## src/rtl/wcsr_pkg.sv

```systemverilog
// Shared types, widths and constants of the waveform column span renderer.
package wcsr_pkg;

  localparam int COL_W      = 12;
  localparam int ADDR_W     = 12;
  localparam int SAMPLE_W   = 16;
  localparam int DIM_W      = 13;
  localparam int BAR_W      = 5;
  localparam int HALF_W     = 4;
  localparam int Q8_W       = 16;
  localparam int ROW_W      = 12;
  localparam int COORD_W    = 12;
  localparam int CFG_IDX_W  = 3;
  localparam int CFG_DATA_W = 16;

  localparam int MAX_FRAME_DIM = 4096;
  localparam int QUEUE_DEPTH   = 2;

  localparam int DIV_NUM_W = 27;
  localparam int DIV_DEN_W = 13;

  localparam logic [23:0] SAT_LIMIT = 24'h800000;

  localparam logic CMD_WRITE  = 1'b0;
  localparam logic CMD_RENDER = 1'b1;

  localparam logic [CFG_IDX_W-1:0] REG_FRAME_WIDTH    = 3'd0;
  localparam logic [CFG_IDX_W-1:0] REG_FRAME_HEIGHT   = 3'd1;
  localparam logic [CFG_IDX_W-1:0] REG_BAR_WIDTH      = 3'd2;
  localparam logic [CFG_IDX_W-1:0] REG_GAIN           = 3'd3;
  localparam logic [CFG_IDX_W-1:0] REG_SPP            = 3'd4;
  localparam logic [CFG_IDX_W-1:0] REG_STORED_SAMPLES = 3'd5;

  localparam logic [DIM_W-1:0] FRAME_WIDTH_RST    = 13'd640;
  localparam logic [DIM_W-1:0] FRAME_HEIGHT_RST   = 13'd480;
  localparam logic [BAR_W-1:0] BAR_WIDTH_RST      = 5'd1;
  localparam logic [Q8_W-1:0]  GAIN_RST           = 16'd256;
  localparam logic [Q8_W-1:0]  SPP_RST            = 16'd256;
  localparam logic [DIM_W-1:0] STORED_SAMPLES_RST = 13'd4096;

  typedef enum logic [1:0] {
    KIND_WRITE,
    KIND_RENDER,
    KIND_BLANK
  } kind_t;

  typedef struct packed {
    kind_t               kind;
    logic [ADDR_W-1:0]   addr;
    logic [SAMPLE_W-1:0] value;
    logic [COL_W-1:0]    column;
  } queue_entry_t;

  typedef struct packed {
    logic [DIM_W-1:0]  fw;
    logic [DIM_W-1:0]  fh;
    logic [ROW_W-1:0]  mid;
    logic [ROW_W-1:0]  amp;
    logic [BAR_W-1:0]  bw;
    logic [HALF_W-1:0] half;
    logic [Q8_W-1:0]   gain;
    logic [Q8_W-1:0]   spp;
    logic [DIM_W-1:0]  cnt;
  } geom_t;

  typedef enum logic [3:0] {
    ST_IDLE,
    ST_DW_START,
    ST_DW_WAIT,
    ST_WINDOW,
    ST_CLAMP,
    ST_OFF_MUL,
    ST_OFF_START,
    ST_OFF_WAIT,
    ST_INDEX,
    ST_READ,
    ST_GAIN,
    ST_SCALE,
    ST_ROW,
    ST_EMIT
  } back_state_t;

endpackage

```

## src/rtl/wcsr_queue.sv

```systemverilog
// Short command queue between intake and render engine.
module wcsr_queue
  import wcsr_pkg::*;
(
  input  logic         clk,
  input  logic         rst,
  input  logic         push,
  input  queue_entry_t push_entry,
  input  logic         pop,
  output queue_entry_t head,
  output logic         full,
  output logic         empty
);

  localparam int PTR_W = $clog2(QUEUE_DEPTH);
  localparam int CNT_W = $clog2(QUEUE_DEPTH + 1);

  queue_entry_t     slots [QUEUE_DEPTH];
  logic [PTR_W-1:0] wr_ptr;
  logic [PTR_W-1:0] rd_ptr;
  logic [CNT_W-1:0] count;

  assign full  = count == CNT_W'(QUEUE_DEPTH);
  assign empty = count == '0;
  assign head  = slots[rd_ptr];

  always_ff @(posedge clk) begin
    if (rst) begin
      wr_ptr <= '0;
      rd_ptr <= '0;
      count  <= '0;
    end else begin
      if (push) begin
        wr_ptr <= wr_ptr + PTR_W'(1);
      end
      if (pop) begin
        rd_ptr <= rd_ptr + PTR_W'(1);
      end
      if (push && !pop) begin
        count <= count + CNT_W'(1);
      end else if (pop && !push) begin
        count <= count - CNT_W'(1);
      end
    end
  end

  always_ff @(posedge clk) begin
    if (push) begin
      slots[wr_ptr] <= push_entry;
    end
  end

endmodule

```

## config.mk

```make
export PLATFORM = sky130hd
export DESIGN_NAME = wcsr_queue
export DESIGN_NICKNAME = d
export VERILOG_FILES = /design/src/rtl/wcsr_pkg.sv /design/src/rtl/wcsr_queue.sv
export SDC_FILE = /design/constraint.sdc
export NUM_CORES = 1
export LEC_CHECK = 0
export BUFFER_PORTS_ARGS = -buffer_cell sky130_fd_sc_hd__buf_2
export CORE_MARGIN = 4
export CORE_UTILIZATION = 55
export DETAILED_ROUTE_END_ITERATION = 12
export PLACE_DENSITY = 0.83
export SETUP_SLACK_MARGIN = 0.5
export SLEW_MARGIN = 20
export SYNTH_ARGS = -nofsm -noshare
export SYNTH_HDL_FRONTEND = slang
export SYNTH_SLANG_ARGS = --single-unit
```

## constraint.sdc

```tcl
create_clock -name clk -period 6.75 [get_ports clk]
set_input_delay 0 -clock clk [delete_from_list [all_inputs] [get_ports clk]]
set_output_delay 0 -clock clk [all_outputs]
set_load 0.005 [all_outputs]
```

==> qor.yml <==
sta:
  rsz0062_at_grt: "false"
  fin_setup_tns_ns: 0
  drv_slew: 0
  fmax_mhz: 528
  layout_setup_ws_ns: 4.86
  holdWs_ns: 0.368
  min_period_ns: 1.89
  hold_violations: 0
  setup_violations: 0
  finalCritPeriodShare: 0.280
  clock_skew_ns: 0.00984
  slew_headroom: 0.345
  worst_pin_slew_ns: 0.983
worst_setup_path:
  ff2ff_setup_slack_ns: 5.10
  start_kind: "flip-flop"
  path_class: "flip-flop to primary output"
  r2r-end: "slots[1][14]"
  critPathRequiredTime_ns: 6.75
  worstPathArrival_ns: 1.89
  endpoint: "head[17]"
  reg2reg_depth: 1
  crit_path_end_kind: "primary output"
  crit_fanout: 42
  regToRegStartpoint: "wr_ptr"
global_routing:
  grt.total_usage: 0.185
  grt_pass1_vias: 2078
  grt_max_degree: 43
  grt_pass1_wl_um: 9920
  antenna_found_initial: 0
  grt_overflow: 0
power:
  ir_worst_vdd_v: 0.000221
  p_leak_nw: 1.70
  p_per_area_nw_per_um2: 255
clocking:
  cts_max_path_buffers: 2
  clock_latency_ns: 0.34
  cts_sinks: 89
  numCtsBuffers: 9
  cts_resized: 0
  cts_root_buf: "clkbuf_8"
  clk_pin_slew_ns: 0.08
  tritoncts: "yes"
  h-tree-depth: 3
synth:
  synthXorXnorAreaFrac: 0.0108
  yosys_warnings: 0
  synthMuxAreaShare: 0.146
  avgSynthCellArea_sq_um: 21.2
  synthCells: 153
  synth_compound_area_frac: 0.00309
  synth_top_family_by_area: "multiplexers"
  syn-cell-area_sq_um: 3240
  synth_cell_types: 16
  synth-seq-area-share: 0.810
  synth_adder_area_share: 0.00386
  syn_nets: 200
  synth-simple-area-share: 0.0143
  synth-seq-cells: 89
floorplanning:
  io_pins: 90
  dieArea_sq_um: 7180
  die_y_um: 84.7
  row_count: 27
  core_area_sq_um: 5610
  dieWidth_um: 84.7
  start_util: 0.577
min_path:
  min_path_type: "input pin to flip-flop"
run_status:
  status: "complete, no violations"
placed_design:
  pre_cts_ws_ns: 5.10
  dp_hpwl_um: 3620
  port_buffers: 89
  globalplace.congestion: 0.658
final_layout:
  seq_area_sq_um: 2620
  antenna_cells: 0
  finalNetCount: 342
  drive_above_1_share: 0.498
  multi_input_area_sq_um: 586
  n_fill_cell: 330
  area_growth_pct: 36.4
detailed_routing:
  first_pass_iters: 4
  antenna_left: 0
  wl_per_cell_um: 16.2
  vias: 1814
  post-route-drc-count: 0
  drt_iter0_drc: 69
  avgViaCountPerCell: 4.89
  wl_um: 6000
run:
  cap_violations: 0
## logic make-up after synthesis
| kind of cell | Yosys count |
|---|---|
| simple gates | 9 |
| flops | 89 |
| compound gates | 2 |
| buf+inv | 6 |
| xor+xnor | 4 |
| fa+ha+maj | 1 |
| mux | 42 |
## worst max-delay path: stages (launching register included)
cell     delay [ns]
dfxtp_2        0.95
mux2_2         0.43
buf_2          0.13
## synth_stat cells, drive strengths merged
| cell | number | area share |
|---|---|---|
| nor2b | 1 | 0.0019 |
| and2b | 1 | 0.0027 |
| dfxtp | 5 | 0.031 |
| a21oi | 1 | 0.0015 |
| o21ai | 1 | 0.0015 |
| nor2 | 5 | 0.0058 |
| buf | 5 | 0.011 |
| or3 | 1 | 0.0019 |
| and2 | 1 | 0.0019 |
| mux2 | 42 | 0.15 |
| edfxtp | 84 | 0.78 |
| xnor2 | 2 | 0.0054 |
| ha | 1 | 0.0039 |
| inv | 1 | 0.0012 |
| xor2 | 2 | 0.0054 |
## sequential cells by signal, summed over array words and instances (netlist names), named ones only
register  count
slots        84
count         2
rd_ptr        1
wr_ptr        1
## area by class of cell
class,instances,share of cell area
well taps,72,0.0204
multi-input cells,58,0.133
repair buffers,136,0.212
flip-flops and latches,89,0.594
clock buffers,10,0.0289
clock inverters,5,0.0108
inverters,1,0.000850
## per-stage QoR
stage,utilization,std cells,instance area [sq um],power (mW)
after floorplan,-,153,3240,0.729
after global placement,0.668,309,3750,0.782
after detailed placement,0.676,311,3790,0.791
after CTS,0.788,371,4420,1.14
after global routing,0.788,371,4420,1.18
final,0.788,371,4420,1.13
## cells in the final DEF (no fill, tap or decap)
master,n
buf_2,89
edfxtp_1,84
dlygate4sd3_1,45
mux2_2,42
clkbuf_8,9
nor2_1,5
dfxtp_1,4
xor2_1,2
xnor2_1,2
clkinv_1,2
clkinv_2,2
inv_1,1
and2_2,1
and2b_2,1
nor2b_4,1
o21ai_0,1
or3_1,1
a21oi_1,1
ha_1,1
dfxtp_2,1
clkbuf_1,1
bufinv_16,1
buf_16,1
buf_8,1
## routing by layer
layer,global-route usage,vias up,wire length [um]
li1,-,871,-
met5,0,-,0
met2,0.322,62,3190
met4,0.0763,0,129
met1,0.205,872,2300
met3,0.0667,9,380
## where the power goes
group          switching (mW)  total [mW]  leakage, nW  internal (mW)
Combinational          0.0545       0.137        0.774         0.0824
Clock                   0.162       0.328       0.0910          0.165
Sequential             0.0187       0.661        0.830          0.642
## worst min-delay path by stage
stage                         to      startpoint  cells past startpoint  slack [ns]
floorplan               count[1]             rst                      1        0.07
global placement     slots[0][4]   push_entry[4]                      1        0.19
detailed placement  slots[0][27]  push_entry[27]                      1        0.19
CTS                 slots[1][40]  push_entry[40]                      2        0.35
global route         slots[0][5]   push_entry[5]                      2        0.36
finish               slots[0][4]   push_entry[4]                      2        0.37
## what timing repair did
item | CTS | global route
hold buffers | 45 | 0
buffers inserted | 0 | 0
endpoints found under the setup margin | 0 | 0
endpoints found under the hold margin | 89 | 0
Power figures use the tool's default switching activity.
