<file path="src/rtl/wcsr_pkg.sv">
// Shared types, widths and constants of the waveform column span renderer.
package wcsr_pkg;

  localparam int COL_W      = 12;
  localparam int ADDR_W     = 12;
  localparam int SAMPLE_W   = 16;
  localparam int DIM_W      = 13;
  localparam int BAR_W      = 5;
  localparam int HALF_W     = 4;
  localparam int Q8_W       = 16;
  localparam int ROW_W      = 12;
  localparam int COORD_W    = 12;
  localparam int CFG_IDX_W  = 3;
  localparam int CFG_DATA_W = 16;

  localparam int MAX_FRAME_DIM = 4096;
  localparam int QUEUE_DEPTH   = 2;

  localparam int DIV_NUM_W = 27;
  localparam int DIV_DEN_W = 13;

  localparam logic [23:0] SAT_LIMIT = 24'h800000;

  localparam logic CMD_WRITE  = 1'b0;
  localparam logic CMD_RENDER = 1'b1;

  localparam logic [CFG_IDX_W-1:0] REG_FRAME_WIDTH    = 3'd0;
  localparam logic [CFG_IDX_W-1:0] REG_FRAME_HEIGHT   = 3'd1;
  localparam logic [CFG_IDX_W-1:0] REG_BAR_WIDTH      = 3'd2;
  localparam logic [CFG_IDX_W-1:0] REG_GAIN           = 3'd3;
  localparam logic [CFG_IDX_W-1:0] REG_SPP            = 3'd4;
  localparam logic [CFG_IDX_W-1:0] REG_STORED_SAMPLES = 3'd5;

  localparam logic [DIM_W-1:0] FRAME_WIDTH_RST    = 13'd640;
  localparam logic [DIM_W-1:0] FRAME_HEIGHT_RST   = 13'd480;
  localparam logic [BAR_W-1:0] BAR_WIDTH_RST      = 5'd1;
  localparam logic [Q8_W-1:0]  GAIN_RST           = 16'd256;
  localparam logic [Q8_W-1:0]  SPP_RST            = 16'd256;
  localparam logic [DIM_W-1:0] STORED_SAMPLES_RST = 13'd4096;

  typedef enum logic [1:0] {
    KIND_WRITE,
    KIND_RENDER,
    KIND_BLANK
  } kind_t;

  typedef struct packed {
    kind_t               kind;
    logic [ADDR_W-1:0]   addr;
    logic [SAMPLE_W-1:0] value;
    logic [COL_W-1:0]    column;
  } queue_entry_t;

  typedef struct packed {
    logic [DIM_W-1:0]  fw;
    logic [DIM_W-1:0]  fh;
    logic [ROW_W-1:0]  mid;
    logic [ROW_W-1:0]  amp;
    logic [BAR_W-1:0]  bw;
    logic [HALF_W-1:0] half;
    logic [Q8_W-1:0]   gain;
    logic [Q8_W-1:0]   spp;
    logic [DIM_W-1:0]  cnt;
  } geom_t;

  typedef enum logic [3:0] {
    ST_IDLE,
    ST_DW_START,
    ST_DW_WAIT,
    ST_WINDOW,
    ST_CLAMP,
    ST_OFF_MUL,
    ST_OFF_START,
    ST_OFF_WAIT,
    ST_INDEX,
    ST_READ,
    ST_GAIN,
    ST_SCALE,
    ST_ROW,
    ST_EMIT
  } back_state_t;

endpackage

</file>
<file path="src/rtl/wcsr_front.sv">
// Command intake: takes one item, classifies it and hands it to the queue; writes beyond the store are dropped.
module wcsr_front
  import wcsr_pkg::*;
#(
  parameter int SAMPLE_DEPTH = 4096
)
(
  input  logic                       clk,
  input  logic                       rst,
  input  logic                       start,
  input  logic                       cmd,
  input  logic [ADDR_W-1:0]          sample_addr,
  input  logic signed [SAMPLE_W-1:0] sample_value,
  input  logic [COL_W-1:0]           column,
  input  logic                       degen,
  input  logic                       q_full,
  output logic                       busy,
  output logic                       push,
  output queue_entry_t               push_entry
);

  logic         hold;
  queue_entry_t entry;
  logic         accept;
  logic         keep;
  kind_t        kind;

  assign busy       = hold & q_full;
  assign push       = hold & ~q_full;
  assign accept     = start & ~busy;
  assign push_entry = entry;

  always_comb begin
    if (cmd == CMD_WRITE) begin
      kind = KIND_WRITE;
      keep = 32'(sample_addr) < SAMPLE_DEPTH;
    end else begin
      kind = degen ? KIND_BLANK : KIND_RENDER;
      keep = 1'b1;
    end
  end

  always_ff @(posedge clk) begin
    if (rst) begin
      hold <= 1'b0;
    end else if (accept) begin
      hold <= keep;
    end else if (push) begin
      hold <= 1'b0;
    end
  end

  always_ff @(posedge clk) begin
    if (accept) begin
      entry.kind   <= kind;
      entry.addr   <= sample_addr;
      entry.value  <= sample_value;
      entry.column <= column;
    end
  end

endmodule

</file>
<file path="config.mk">
export PLATFORM = sky130hd
export DESIGN_NAME = wcsr_front
export DESIGN_NICKNAME = d
export VERILOG_FILES = /design/src/rtl/wcsr_pkg.sv /design/src/rtl/wcsr_front.sv
export SDC_FILE = /design/constraint.sdc
export NUM_CORES = 1
export LEC_CHECK = 0
export ABC_CLOCK_PERIOD_IN_PS = 2300
export BUFFER_PORTS_ARGS = -buffer_cell sky130_fd_sc_hd__buf_2
export CORE_UTILIZATION = 40
export DETAILED_ROUTE_END_ITERATION = 10
export PLACE_DENSITY = 0.82
export SLEW_MARGIN = 10
export SYNTH_ARGS = -nofsm -noshare
export SYNTH_HDL_FRONTEND = slang
export SYNTH_SLANG_ARGS = --single-unit
</file>
<file path="constraint.sdc">
create_clock -name clk -period 2.3 [get_ports clk]
set_clock_uncertainty 0.05 [all_clocks]
set_input_delay 0 -clock clk [delete_from_list [all_inputs] [get_ports clk]]
set_output_delay 0 -clock clk [all_outputs]
set_load 0.01 [all_outputs]
</file>
==> results of run 1 <==
## metal layers
layer  up-vias  part of all wire, %
li1        479                    -
met1       489                   35
met2        72                   51
met3        12                   10
met4         0                  3.4
met5         -                    0
## final cells by class
cell class                 count  area [um^2]
clock inverter                 2         8.76
sequential                    43         1280
multi-input combinational      7         52.6
tap                           44         55.1
clock buffer                   5         37.5
timing repair buffer         135          916
fill                         189          752
## state kept, by name, summed over array words and instances (netlist names)
name,cells
hold,1
push_entry,42
## synthesized netlist by cell type
cell type	n
nor2b_2	1
dfxtp_1	1
nor2b_1	1
a21oi_1	1
and2_4	1
and2_1	1
nor2_1	1
and2b_2	1
edfxtp_1	42
## worst reg2reg max path, delay by kind of cell, from the launching register on
family	cells	cell delay [ps]
flops	1	350
simple gates	2	540
buf+inv	1	250
## metrics by stage
stage	cell area, um^2	hold WS [ps]	utilization [%]	instances
2_1_floorplan	1330	22.4	-	50
6_report	2350	99.0	75.8	236
3_5_place_dp	1850	128	59.8	184
3_3_place_gp	1850	109	59.8	184
4_1_cts	2350	89.8	75.8	236
5_1_grt	2350	81.2	75.8	236
## cells by family after synthesis
| group | Yosys count | share of synthesized area, % |
|---|---|---|
| AO/OA/AOI/OAI | 1 | 0.376 |
| AND/OR/NAND/NOR | 6 | 3.20 |
| flip-flops | 43 | 96.4 |
## worst paths after layout
| path | from | endpoint | slack [ps] | cells past startpoint |
|---|---|---|---|---|
| worst max-delay path | hold | push_entry[20] | 820 | 3 |
| worst min-delay path | start | push_entry[40] | 100 | 2 |
| worst max register to register | hold | push_entry[20] | 820 | 3 |
| worst min register to register | hold | push_entry[40] | 770 | 2 |
## report_power, final
part           internal, uW  switching (uW)
logic                   114            87.0
registers               914            14.6
clock network           109             217
==> metrics.yaml, run 1 <==
clocking:
  cts_root_buf: "clkbuf_4"
  postCtsResizedCells: 0
  htree_levels: 2
  clock-sinks: 43
  clk_latency_ps: 320
  tritoncts: "done"
  clock_path_buffers: 2
  path_clk_slew_ps: 110
  post_cts_buffers: 0
  cts_hold_buf: 45
  numCtsBuffers: 5
die:
  rows: 20
  die_h_um: 59.6
  start_util_pct: 42.8
  fp.dieArea_mm2: 0.00356
  die_w_um: 59.6
  core_area_mm2: 0.00310
  ios: 90
synthesis:
  ys_seq_area_share_pct: 96.4
  synth_area_leaders: "edfxtp_1 95%, dfxtp_1 1.5%, and2_4 0.66%"
  ys_ff_latch: 43
  netlist.area_leader.share_pct: 94.9
  yosys_warnings: 0
  synth_area_per_cell_um2: 26.6
  yosys.cell_types.count: 9
  syn_area_mm2: 0.00133
  syn_nets: 96
  synth_cells: 50
  synth_area_leader_cell: "edfxtp_1"
timing:
  fin_crit_sh_pct: 64.2
  slew_headroom_pct: 69.3
  max_freq_mhz: 677
  rsz0062_at_grt: "no"
  post-route-min-period_ps: 1480
  setup_violations: 0
  drv_slew: 0
  setup_ws_ps: 822
  setup-tns-final_ps: 0
  worst_pin_slew_ps: 460
  hold_violations: 0
critical_path:
  critPathTopFamily: "simple AND/OR/NAND/NOR gates"
  critPathBufInv: 1
  cp_data_arrival_time_ps: 1470
  path_class: "register to register"
  crit_path_max_fanout: 27
  path_cells: "and2_4, nor2b_4, buf_12"
  start_kind: "register"
  crit_slowest_cell: "nor2b_4"
  setup.worst_path.end_class: "register"
  cp.required_ps: 2290
  slowest_delay_ps: 390
run:
  drv_cap: 0
route:
  drt-total-wl_um: 3890
  wl_per_cell_um: 16.5
  drt_iter0_drc: 69
  first_pass_iters: 4
  ant_nets: 0
  viasPerCell: 4.46
  drcViolationCount: 0
  via_count: 1052
finish:
  most-common-layout-cells: "89 x buf_2, 45 x dlygate4sd3_1, 42 x edfxtp_1, 5 x clkbuf_4"
  areaGrowthSynthToFinish_pct: 76.9
  antenna_cells: 0
  layout.nets: 238
  layout_commonest_cell: "buf_2"
  final_layout_size_suffix_gt1_share_pct: 51.6
place:
  dp_slack_ps: 835
  port_buffers: 89
  place_congestion: 0.686
global_route:
  grt_pass1_vias: 1089
  use_met2_pct: 39.8
  grt_max_degree: 28
  antenna_found_initial: 0
  grt-ovfl-total: 0
  met1_usage_pct: 22.8
  grt_pass1_wl_um: 5310
  grtUsageMet3_pct: 8.30
  track_usage_pct: 22.6
  top_usage_layer: "met2"
power:
  p_leak_uw: 0.00102
  irDropWorstVdd_mv: 0.385
  total_power_uw: 1460
  p_per_area_mw_per_mm2: 619
run_status:
  outcome: "complete, no violations"
hold_path:
  worstHoldPathType: "input pin to register"
Power figures use the tool's default switching activity.
==> inputs of run 2 (changes only) <==
Settings changed: ABC_AREA set to 1, ABC_CLOCK_PERIOD_IN_PS 2300 to 1200, CORE_UTILIZATION 40 to 36, PLACE_DENSITY 0.82 to 0.79.
Clock period 2.3 ns to 1.2 ns, I/O delays scaled along.
==> run 2 against run 1 <==
Against the previous run: fmax is 30% higher; register-to-register slack worse by 760 ps; the flow now finishes with violations (negative hold slack); critical path depth up 1; core utilization shrank 5.1 points; via count shrank 3.5%; combinational power up 92%.
==> metrics.yaml, run 2 <==
timing:
  hold_violations: 1  # was 0
  post-route-min-period_ps: 1140  # was 1480 ps
  max_freq_mhz: 878  # was 677 MHz
  setup_violations: 0  # unchanged
  fin_crit_sh_pct: 94.9  # was 64.2%
  slew_headroom_pct: 88.9  # was 69.3%
  worst_pin_slew_ps: 166  # was 460 ps
  drv_slew: 0  # unchanged
  rsz0062_at_grt: "no"  # unchanged
  setup-tns-final_ps: 0  # unchanged
  fin_hold_ws_ps: -61.3  # was 99.0 ps
synthesis:
  synth_common_cells: "42 x edfxtp_1, 4 x inv_1, 3 x nor2_1"
  ys_seq_area_share_pct: 96.3  # was 96.4%
  yosysMostFrequentCell: "edfxtp_1"  # unchanged
  syn_area_mm2: 0.00133  # about the same
  synth_area_leader_cell: "edfxtp_1"  # unchanged
  synth_area_per_cell_um2: 24.6  # was 26.6 um^2
  synthXorXnorAreaFrac_pct: 0  # unchanged
  synth_compound_area_share_pct: 0.659  # was 0.377%
  synthSimpleGateAreaFrac_pct: 1.60  # was 3.20%
  synth_area_leaders: "edfxtp_1 95%, dfxtp_1 1.5%, inv_1 1.1%"  # was edfxtp_1 95%, dfxtp_1 1.5%, and2_4 0.66%
  synth_mux_area_share_pct: 0  # unchanged
  ys.flop_type: "edfxtp_1"  # unchanged
  synth_cells: 54  # was 50
  syn_nets: 100  # was 96
  synth_fa_ha_area_share_pct: 0  # unchanged
  netlist.area_leader.share_pct: 94.8  # was 94.9%
  synth_top_family_by_area: "simple AND/OR/NAND/NOR gates"  # unchanged
  ys_ff_latch: 43  # unchanged
  yosys.cell_types.count: 8  # was 9
  yosys_warnings: 0  # unchanged
  synth_edf_count: 42  # unchanged
  synthArstFlopShare_pct: 0  # unchanged
finish:
  largest_reg_flops: 42  # unchanged
  final_core_util_pct: 70.7  # was 75.8%
  areaGrowthSynthToFinish_pct: 82.9  # was 76.9%
  most-common-layout-cells: "89 x buf_2, 43 x dlygate4sd3_1, 42 x edfxtp_1, 5 x clkbuf_8, 4 x inv_1"  # was 89 x buf_2, 45 x dlygate4sd3_1, 42 x edfxtp_1, 5 x clkbuf_4
  layout_commonest_cell: "buf_2"  # unchanged
  layout.nets: 242  # was 238
  final_layout_size_suffix_gt1_share_pct: 53.3  # was 51.6%
  antenna_cells: 0  # unchanged
run_status:
  outcome: "finished, violations left"  # was complete, no violations
  violations: "negative hold slack"
global_route:
  grt_pass1_wl_um: 5040  # was 5310 um
  grt_pass1_vias: 1047  # was 1089
  grt_max_degree: 23  # was 28
  antenna_found_initial: 0  # unchanged
  grt-ovfl-total: 0  # unchanged
  track_usage_pct: 17.9  # was 22.6%
power:
  p_per_area_mw_per_mm2: 1330  # was 619 mW/mm^2
  p_leak_uw: 0.00107  # was 0.00102 uW
  total_power_uw: 3240  # was 1460 uW
  irDropWorstVdd_mv: 0.838  # was 0.385 mV
hold_path:
  worstHoldPathType: "input pin to register"  # unchanged
clocking:
  path_clk_slew_ps: 80  # was 110 ps
  clk_latency_ps: 280  # was 320 ps
  post_cts_buffers: 0  # unchanged
  clock_path_buffers: 2  # unchanged
  numCtsBuffers: 5  # unchanged
  htree_levels: 2  # unchanged
  cts_root_buf: "clkbuf_8"  # was clkbuf_4
  cts_hold_buf: 44  # was 45
  clock-sinks: 43  # unchanged
  tritoncts: "done"  # unchanged
route:
  drt-total-wl_um: 3240  # was 3890 um
  viasPerCell: 4.18  # was 4.46
  drt_iter0_drc: 32  # was 69
  wl_per_cell_um: 13.3  # was 16.5 um
  via_count: 1015  # was 1052
  first_pass_iters: 3  # was 4
  ant_nets: 0  # unchanged
  drcViolationCount: 0  # unchanged
critical_path:
  cp_data_arrival_time_ps: 1090  # was 1470 ps
  critPathBufInv: 2  # was 1
  crit_slowest_cell: "dfxtp_2"  # was nor2b_4
  setup.worst_path.end_class: "register"  # unchanged
  critPathTopFamily: "flip-flops"  # was simple AND/OR/NAND/NOR gates
  slowest_delay_ps: 330  # was 390 ps
  crit_path_max_fanout: 22  # was 27
  path_cells: "nand2_2, inv_2, nor2_4, buf_12"  # was and2_4, nor2b_4, buf_12
  cp.required_ps: 1150  # was 2290 ps
  path_class: "register to register"  # unchanged
  start_kind: "register"  # unchanged
die:
  core_area_mm2: 0.00344  # was 0.00310 mm^2
  die_h_um: 62.8  # was 59.6 um
  rows: 21  # was 20
  ios: 90  # unchanged
  die_w_um: 62.8  # was 59.6 um
  start_util_pct: 38.6  # was 42.8%
  fp.dieArea_mm2: 0.00394  # was 0.00356 mm^2
place:
  place_congestion: 0.717  # was 0.686
  hpwl_um: 1980
  port_buffers: 89  # unchanged
run:
  drv_cap: 0  # unchanged
==> run 2: changes by cell type in the layout (fill, tap and decap cells not counted), moves of 2 or more <==
cell / delta
inv_1: +4
clkbuf_4: -5
clkbuf_8: +5
dlygate4sd3_1: -2
==> run 2: final timing paths <==
check	depth (start not counted)	endpoint	start	slack [ps]
worst min-delay path	3	hold	q_full	-60
worst max-delay path	4	push_entry[13]	hold	60
worst min register to register	2	hold	hold	430
worst max register to register	4	push_entry[13]	hold	60
==> run 2: logic make-up after synthesis <==
kind of cell	Yosys count
buffers and inverters	5
DFF	43
and+or+nand+nor	5
AOI/OAI and AO/OA	1
==> run 2: per-stage QoR <==
stage	hold slack, ps	worst slack [ps]	area [um^2]	std cells
after floorplan	-2.47	-310	1340	54
after global placement	112	85.8	1890	192
after detailed placement	111	57.8	1890	192
after CTS	216	27.5	2440	244
after global routing	-43.0	6.96	2430	243
final	-61.3	60.8	2430	243
==> run 2: power breakdown <==
group	total, uW	switching (uW)	internal [uW]
registers	1770	22.5	1750
logic	386	165	222
clock network	1080	463	619
==> run 2: worst reg2reg max path, cell delays in order (launching register included) <==
cell and delay (ps):
dfxtp_2 330, nand2_2 70, inv_2 60, nor2_4 150, buf_12 190
==> run 2: layer usage <==
| metal | vias to the layer above | wire length [um] | share of wire (%) | track usage, % |
|---|---|---|---|---|
| li1 | 484 | - | - | - |
| met1 | 464 | 1210 | 37 | 18.5 |
| met2 | 65 | 1720 | 53 | 31.9 |
| met3 | 2 | 280 | 8.6 | 6.57 |
| met4 | 0 | 24 | 0.74 | 7.85 |
| met5 | - | 0 | 0 | 0 |
==> run 2: cell type report <==
type / count / area, um^2
repair buffers: 135 / 923
clock buffers: 5 / 68.8
multi-input cells: 6 / 37.5
well taps: 46 / 57.6
fillers: 218 / 1010
flip-flops and latches: 43 / 1280
inverters: 5 / 18.8
clock inverters: 3 / 43.8
==> run 2: what timing repair did <==
item | in CTS | in global routing
gates resized for setup | 0 | 1
setup endpoints to repair | 0 | 1
hold endpoints to repair | 43 | 1
